===== config.mk =====
export PLATFORM = sky130hd
export DESIGN_NAME = modular_exponentiation
export DESIGN_NICKNAME = d
export VERILOG_FILES = /design/src/rtl/mexp_pkg.sv /design/src/rtl/modular_exponentiation.sv /design/src/rtl/mexp_ctrl.sv /design/src/rtl/mexp_dp.sv
export SDC_FILE = /design/constraint.sdc
export NUM_CORES = 1
export LEC_CHECK = 0
export ABC_CLOCK_PERIOD_IN_PS = 9400
export CAP_MARGIN = 5
export CORE_MARGIN = 2
export CORE_UTILIZATION = 40
export DETAILED_ROUTE_END_ITERATION = 16
export DONT_BUFFER_PORTS = 1
export SLEW_MARGIN = 20
export SYNTH_ARGS = -nofsm -noshare
export SYNTH_HDL_FRONTEND = slang
export SYNTH_SLANG_ARGS = --single-unit

===== constraint.sdc =====
create_clock -name clk -period 9.4 [get_ports clk]
set_input_delay 0.94 -clock clk [delete_from_list [all_inputs] [get_ports clk]]
set_output_delay 0.94 -clock clk [all_outputs]
set_load 0.005 [all_outputs]

===== src/rtl/mexp_pkg.sv =====
// Shared constants, types and controller/datapath interface structs for the exponentiator.
`default_nettype none

package mexp_pkg;

  localparam int WORD_BITS = 16;
  localparam int IDX_W     = $clog2(WORD_BITS);
  localparam int CFG_IDX_W = 2;

  typedef logic [WORD_BITS-1:0]   word_t;
  typedef logic [2*WORD_BITS-1:0] dword_t;
  typedef logic [IDX_W-1:0]       idx_t;
  typedef logic [CFG_IDX_W-1:0]   cfg_idx_t;

  localparam cfg_idx_t REG_MODULUS  = cfg_idx_t'(0);
  localparam cfg_idx_t REG_EXPONENT = cfg_idx_t'(1);

  typedef struct packed {
    logic load;
    logic mul;
    logic sq;
    logic red;
    logic red_last;
    idx_t step;
    idx_t bit_idx;
    logic load_out;
  } dp_cmd_t;

  typedef struct packed {
    logic exp_zero;
    logic exp_bit;
  } dp_stat_t;

endpackage

`default_nettype wire


===== src/rtl/modular_exponentiation.sv =====
// Top level of the modular exponentiator: controller and datapath.
//
//   channel   direction  handshake                  payload
//   symbol    in         symbol_valid/symbol_ready  symbol
//   result    out        result_valid/result_ready  result_symbol
//   cfg       in         cfg_valid/cfg_ready        cfg_index, cfg_data
//
// An item holds the block from its transfer until its result is loaded into the output
// register; a zero exponent skips the multiplications and gives a result of 1.
// Each modular multiplication is a multiplier step followed by a serial reduction of the
// product, two remainder bits per cycle.
// A new symbol is taken while the previous result still waits in the output register.
// Reset sets modulus and exponent to 1 and empties the output register.
// Configuration writes are always taken and must be made only while the block is idle.
`default_nettype none

module modular_exponentiation (
  input  wire logic               clk,
  input  wire logic               rst,
  input  wire logic               symbol_valid,
  output logic                    symbol_ready,
  input  wire mexp_pkg::word_t    symbol,
  output logic                    result_valid,
  input  wire logic               result_ready,
  output mexp_pkg::word_t         result_symbol,
  input  wire logic               cfg_valid,
  output logic                    cfg_ready,
  input  wire mexp_pkg::cfg_idx_t cfg_index,
  input  wire mexp_pkg::word_t    cfg_data
);
  import mexp_pkg::*;

  dp_cmd_t  cmd;
  dp_stat_t stat;

  assign cfg_ready = 1'b1;

  mexp_ctrl u_ctrl (
    .clk          (clk),
    .rst          (rst),
    .symbol_valid (symbol_valid),
    .symbol_ready (symbol_ready),
    .result_valid (result_valid),
    .result_ready (result_ready),
    .stat         (stat),
    .cmd          (cmd)
  );

  mexp_dp u_dp (
    .clk           (clk),
    .rst           (rst),
    .cfg_valid     (cfg_valid),
    .cfg_index     (cfg_index),
    .cfg_data      (cfg_data),
    .symbol        (symbol),
    .cmd           (cmd),
    .stat          (stat),
    .result_symbol (result_symbol)
  );

endmodule

`default_nettype wire


===== src/rtl/mexp_ctrl.sv =====
// Controller state machine sequencing square-and-multiply and the serial reductions.
`default_nettype none

module mexp_ctrl (
  input  wire logic               clk,
  input  wire logic               rst,
  input  wire logic               symbol_valid,
  output logic                    symbol_ready,
  output logic                    result_valid,
  input  wire logic               result_ready,
  input  wire mexp_pkg::dp_stat_t stat,
  output mexp_pkg::dp_cmd_t       cmd
);
  import mexp_pkg::*;

  typedef enum logic [3:0] {
    S_IDLE = 4'b0001,
    S_MUL  = 4'b0010,
    S_RED  = 4'b0100,
    S_FIN  = 4'b1000
  } state_t;

  localparam idx_t STEP_LAST = idx_t'(WORD_BITS - 1);
  localparam idx_t BIT_TOP   = idx_t'(WORD_BITS - 1);

  state_t state, state_next;
  idx_t   bit_idx, bit_idx_next;
  idx_t   step, step_next;
  logic   sq, sq_next;
  logic   result_valid_next;

  always_comb begin
    state_next        = state;
    bit_idx_next      = bit_idx;
    step_next         = step;
    sq_next           = sq;
    result_valid_next = result_valid;
    cmd               = '0;
    cmd.step          = step;
    cmd.bit_idx       = bit_idx;
    cmd.sq            = sq;
    if (result_valid && result_ready) begin
      result_valid_next = 1'b0;
    end
    case (state)
      S_IDLE: begin
        if (symbol_valid) begin
          cmd.load     = 1'b1;
          bit_idx_next = BIT_TOP;
          sq_next      = 1'b1;
          state_next   = stat.exp_zero ? S_FIN : S_MUL;
        end
      end
      S_MUL: begin
        cmd.mul    = 1'b1;
        step_next  = '0;
        state_next = S_RED;
      end
      S_RED: begin
        cmd.red   = 1'b1;
        step_next = step + 1'b1;
        if (step == STEP_LAST) begin
          cmd.red_last = 1'b1;
          if (sq && stat.exp_bit) begin
            sq_next    = 1'b0;
            state_next = S_MUL;
          end else if (bit_idx == '0) begin
            state_next = S_FIN;
          end else begin
            bit_idx_next = bit_idx - 1'b1;
            sq_next      = 1'b1;
            state_next   = S_MUL;
          end
        end
      end
      S_FIN: begin
        if (!result_valid || result_ready) begin
          cmd.load_out      = 1'b1;
          result_valid_next = 1'b1;
          state_next        = S_IDLE;
        end
      end
      default: state_next = S_IDLE;
    endcase
  end

  assign symbol_ready = (state == S_IDLE);

  always_ff @(posedge clk) begin
    if (rst) begin
      state        <= S_IDLE;
      result_valid <= 1'b0;
      bit_idx      <= '0;
      step         <= '0;
      sq           <= 1'b0;
    end else begin
      state        <= state_next;
      result_valid <= result_valid_next;
      bit_idx      <= bit_idx_next;
      step         <= step_next;
      sq           <= sq_next;
    end
  end

endmodule

`default_nettype wire


===== src/rtl/mexp_dp.sv =====
// Datapath: key registers, multiplier, two-bit-per-cycle restoring reduction and result register.
`default_nettype none

module mexp_dp (
  input  wire logic               clk,
  input  wire logic               rst,
  input  wire logic               cfg_valid,
  input  wire mexp_pkg::cfg_idx_t cfg_index,
  input  wire mexp_pkg::word_t    cfg_data,
  input  wire mexp_pkg::word_t    symbol,
  input  wire mexp_pkg::dp_cmd_t  cmd,
  output mexp_pkg::dp_stat_t      stat,
  output mexp_pkg::word_t         result_symbol
);
  import mexp_pkg::*;

  word_t  modulus;
  word_t  exponent;
  word_t  base;
  word_t  acc;
  word_t  remainder;
  dword_t prod;

  word_t                mul_opb;
  dword_t               prod_next;
  logic [1:0]           pair;
  logic [WORD_BITS:0]   m_ext;
  logic [WORD_BITS:0]   t1, r1, t2, r2;
  word_t                acc_red;

  always_ff @(posedge clk) begin
    if (rst) begin
      modulus  <= word_t'(1);
      exponent <= word_t'(1);
    end else if (cfg_valid) begin
      case (cfg_index)
        REG_MODULUS:  modulus  <= cfg_data;
        REG_EXPONENT: exponent <= cfg_data;
        default: ;
      endcase
    end
  end

  always_comb begin
    mul_opb   = cmd.sq ? acc : base;
    prod_next = dword_t'(acc) * dword_t'(mul_opb);
    pair      = prod[(2*WORD_BITS-1) - 2*int'(cmd.step) -: 2];
    m_ext     = {1'b0, modulus};
    t1        = {remainder, pair[1]};
    r1        = (t1 >= m_ext) ? (t1 - m_ext) : t1;
    t2        = {r1[WORD_BITS-1:0], pair[0]};
    r2        = (t2 >= m_ext) ? (t2 - m_ext) : t2;
    acc_red   = (modulus == '0) ? prod[WORD_BITS-1:0] : r2[WORD_BITS-1:0];
  end

  always_ff @(posedge clk) begin
    if (cmd.load) begin
      base <= symbol;
      acc  <= word_t'(1);
    end
    if (cmd.mul) begin
      prod      <= prod_next;
      remainder <= '0;
    end
    if (cmd.red) begin
      remainder <= r2[WORD_BITS-1:0];
      if (cmd.red_last) begin
        acc <= acc_red;
      end
    end
    if (cmd.load_out) begin
      result_symbol <= acc;
    end
  end

  assign stat.exp_zero = (exponent == '0);
  assign stat.exp_bit  = exponent[cmd.bit_idx];

endmodule

`default_nettype wire


==> impl_metrics.json <==
{
  "n_antenna_cell": 0,
  "synth_top_family_by_area": "adder cells",
  "ratio_of_cells_with_drive_above_1_in_the_final_layout_pct": 6.763,
  "worst-r2r-setup-slack_ns": 1.95,
  "finalSetupViolCount": 0,
  "cts-buffers-inserted": 17,
  "synth.ff_latch_count": 142,
  "die_height_um": 203.2,
  "hold_ws_ns": 0.4432,
  "final-seq-area_mm2": 0.003643,
  "hold_class": "reg -> reg",
  "drt.antenna.violating_nets": 0,
  "max_freq_mhz": 134.3,
  "gp_routability_congestion": 0.8628,
  "final_hold_viol_count": 0,
  "synth.net_count": 2049,
  "timing.critical_path.arrival_ns": 7.65,
  "cts.sinks": 142,
  "synthCells": 1675,
  "postCtsSetupRepairBufs": 0,
  "post-route-worst-setup-slack_ns": 1.952,
  "syn_area_per_cell_um2": 9.478,
  "top_cells_by_area_in_the_synthesized_netlist": "sky130_fd_sc_hd__fa_1 25%, sky130_fd_sc_hd__edfxtp_1 15%, sky130_fd_sc_hd__ha_1 11%",
  "max_stage_delay_ns": 0.79,
  "io_pins": 58,
  "xor_xnor_fraction_of_synth_area_pct": 3.034,
  "post-layout-total-power_mw": 2.374,
  "floorplan.die.width_um": 203.2,
  "initial_utilization_pct": 40.79,
  "postSynth.asyncResetShare_pct": 0,
  "design_area_mm2": 0.01702,
  "critPathCaptureType": "flip-flop",
  "finalMaxSlewViolations": 0,
  "postRouteWirelength_mm": 40.64,
  "min-delay-start": "u_dp.acc[7]",
  "yosysWarnings": 0,
  "reg2reg_from": "u_ctrl.sq",
  "final.setup_skew_ns": 0.01597,
  "detail_route.drc_violations": 0,
  "reported_max_cap_violation_count": 0,
  "seq_total_area_yosys_pct": 22.95,
  "power.density_cell_area_mw_per_mm2": 139.5,
  "antenna_violations_before_repair": 0,
  "rsz0062_at_grt": "no",
  "setup_tns_ns": 0,
  "cts_hold_repair.buffers": 0,
  "synth_simple_gate_area_share_pct": 14.71,
  "numPortBuffers": 0,
  "cts.path.max_buffers": 2,
  "post_drt_wl_per_cell_um": 18.69,
  "synth_compound_area_share_pct": 10.23,
  "finish.net_count": 2017,
  "synthFlopType": "sky130_fd_sc_hd__edfxtp_1",
  "crit-reg2reg-capture": "u_dp.prod[30]",
  "post-route-min-period_ns": 7.448,
  "timing.reg2reg.worst_path_depth": 20,
  "place_hpwl_mm": 31.38,
  "number_of_global_route_vias_before_repair": 11912,
  "worst_tran_pin_value_ns": 1.064,
  "die_area_mm2": 0.04130,
  "multiInputGateArea_mm2": 0.01092,
  "fin_crit_sh_pct": 79.23,
  "n_fill_cell": 3797,
  "total_via_count_in_the_routed_design": 11496,
  "biggest_fanout_along_the_worst_timing_path": 20,
  "count_of_flip_flops_with_a_built_in_enable_after_synthesis": 80,
  "global_route.usage.total_pct": 20.34,
  "mappedNetlistArea_mm2": 0.01588,
  "final_common_cell": "sky130_fd_sc_hd__inv_1",
  "first_pass_iters": 5,
  "dpl-instance-area_mm2": 0.01640,
  "worstPathRequired_ns": 9.60,
  "min_delay_worst_endpoint": "u_dp.result_symbol[7]",
  "overflow": 0,
  "worst_setup_sp_type": "flip-flop",
  "area_growth_pct": 7.188,
  "detailedPlace.worstSlack_ns": 1.862,
  "cts_root_buffer": "sky130_fd_sc_hd__clkbuf_16",
  "cts.repair.resized": 0,
  "critical_path_type": "reg -> reg",
  "core_area_mm2": 0.03892,
  "post_synth_num_cell_types": 74,
  "worstSkewPairLatency_ns": 0.46,
  "total_number_of_h_tree_levels": 4,
  "synth_adder_area_share_pct": 35.67,
  "worstPathCellList": "buf_4 -> mux2_2 -> and2_1 -> fa_1 -> inv_1 -> fa_1 -> inv_1 -> fa_1 -> fa_1 -> fa_1 -> ha_1 -> ha_1 -> nand4_1 -> or2_1 -> nor3_1 -> a41oi_1 -> a311oi_1 -> o31a_1 -> o21ai_1 -> o31a_1",
  "cpMostUsedCell": "sky130_fd_sc_hd__fa_1",
  "p_leak_nw": 7.796,
  "worst_path_max_delay_cell": "sky130_fd_sc_hd__dfxtp_1",
  "grt_start_max_net_pins": 47,
  "netlist.area_leader.share_pct": 24.72,
  "slew-limit-headroom_pct": 28.78,
  "std_cell_rows": 72,
  "status": "complete, no violations",
  "synthMuxAreaShare_pct": 4.950,
  "max-vdd-ir-drop_mv": 0.1215,
  "timing.critical_path.buf_inv": 3,
  "clk_transition_reported_paths_ns": 0.07,
  "most-common-layout-cells": "279 x sky130_fd_sc_hd__inv_1, 221 x sky130_fd_sc_hd__nand2_1, 196 x sky130_fd_sc_hd__fa_1, 139 x sky130_fd_sc_hd__ha_1, 85 x sky130_fd_sc_hd__a21oi_1",
  "critical_path.top_delay_family": "adder cells",
  "critical_path_cell_count": 20,
  "yosys.area.top_type": "sky130_fd_sc_hd__fa_1",
  "via_per_inst": 5.288,
  "grt_pass1_wl_mm": 64.96,
  "tritoncts": "built",
  "drt_first_iter_violations": 770,
  "min_path_cells": 0
}
## how the worst max path moves through the flow
stage,start,to,slack [ns]
after floorplan,u_ctrl.sq,u_dp.prod[30],2.54
after CTS,u_ctrl.sq,u_dp.prod[30],1.84
after detailed placement,u_ctrl.sq,u_dp.prod[30],1.86
after global placement,u_ctrl.sq,u_dp.prod[30],2.05
after global routing,u_ctrl.sq,u_dp.prod[30],1.57
final,u_ctrl.sq,u_dp.prod[30],1.95
## cell type report
cell class                 count  share of cell area (%)
multi-input combinational   1183                   64.18
sequential                   142                   21.41
inverter                     279                   6.154
tap                          518                   3.809
clock buffer                  19                   2.669
clock inverter                13                  0.8971
timing repair buffer          20                  0.8824
## power breakdown
part	internal [mW]	switching [mW]	total, mW	leakage, nW
combinational	0.321	0.560	0.881	6.25
clock	0.412	0.295	0.707	0.302
sequential	0.732	0.0534	0.786	1.25
## cell families (layout without fill, tap and decap cells)
group / Yosys count / in the layout
multiplexers: 57 / 57
buffers and inverters: 350 / 331
AND/OR/NAND/NOR: 487 / 487
AO/OA/AOI/OAI: 248 / 248
flip-flops: 142 / 142
adder cells (fa/ha/maj): 335 / 335
other: 1 / 1
XOR/XNOR: 55 / 55
## metrics by stage
step                      instances  utilization, %
after detailed placement       2142           42.15
final                          2174           43.72
after global placement         2142           42.14
after floorplan                1675               -
after CTS                      2174           43.71
after global routing           2174           43.72
## registers in the layout, summed over array words and instances, names as in the netlist
signal               count
u_dp.remainder          16
u_dp.acc                16
u_ctrl.result_valid      1
u_dp.exponent           16
u_ctrl.bit_idx           4
u_dp.prod               32
u_ctrl.state             4
u_dp.modulus            16
u_dp.result_symbol      16
u_ctrl.sq                1
u_dp.base               16
u_ctrl.step              4
## synth_stat cells, types with 10 or more instances
library cell	number
sky130_fd_sc_hd__o21ai_1	22
sky130_fd_sc_hd__and2_1	74
sky130_fd_sc_hd__inv_1	279
sky130_fd_sc_hd__dfxtp_1	62
sky130_fd_sc_hd__clkbuf_1	61
sky130_fd_sc_hd__a21o_1	27
sky130_fd_sc_hd__mux2i_1	20
sky130_fd_sc_hd__nor4_1	10
sky130_fd_sc_hd__ha_1	139
sky130_fd_sc_hd__nand2b_1	16
sky130_fd_sc_hd__o21ai_0	26
sky130_fd_sc_hd__a21oi_1	85
sky130_fd_sc_hd__nand2_1	221
sky130_fd_sc_hd__nor3_1	13
sky130_fd_sc_hd__xor2_1	23
sky130_fd_sc_hd__nor2b_1	45
sky130_fd_sc_hd__xnor2_1	32
sky130_fd_sc_hd__edfxtp_1	80
sky130_fd_sc_hd__mux2_2	22
sky130_fd_sc_hd__fa_1	196
sky130_fd_sc_hd__nor2_1	60
sky130_fd_sc_hd__nand3_1	16
sky130_fd_sc_hd__mux4_2	12
sky130_fd_sc_hd__o21a_1	13
sky130_fd_sc_hd__a22oi_1	17
## metal layers
layer	up-vias	GRT usage, %	wire [µm]
met5	-	0	0
met4	0	6.517	936
met3	55	3.563	1856
met2	258	34.45	20160
met1	5810	26.44	17690
li1	5373	-	-
(Power assumes the default switching activity.)
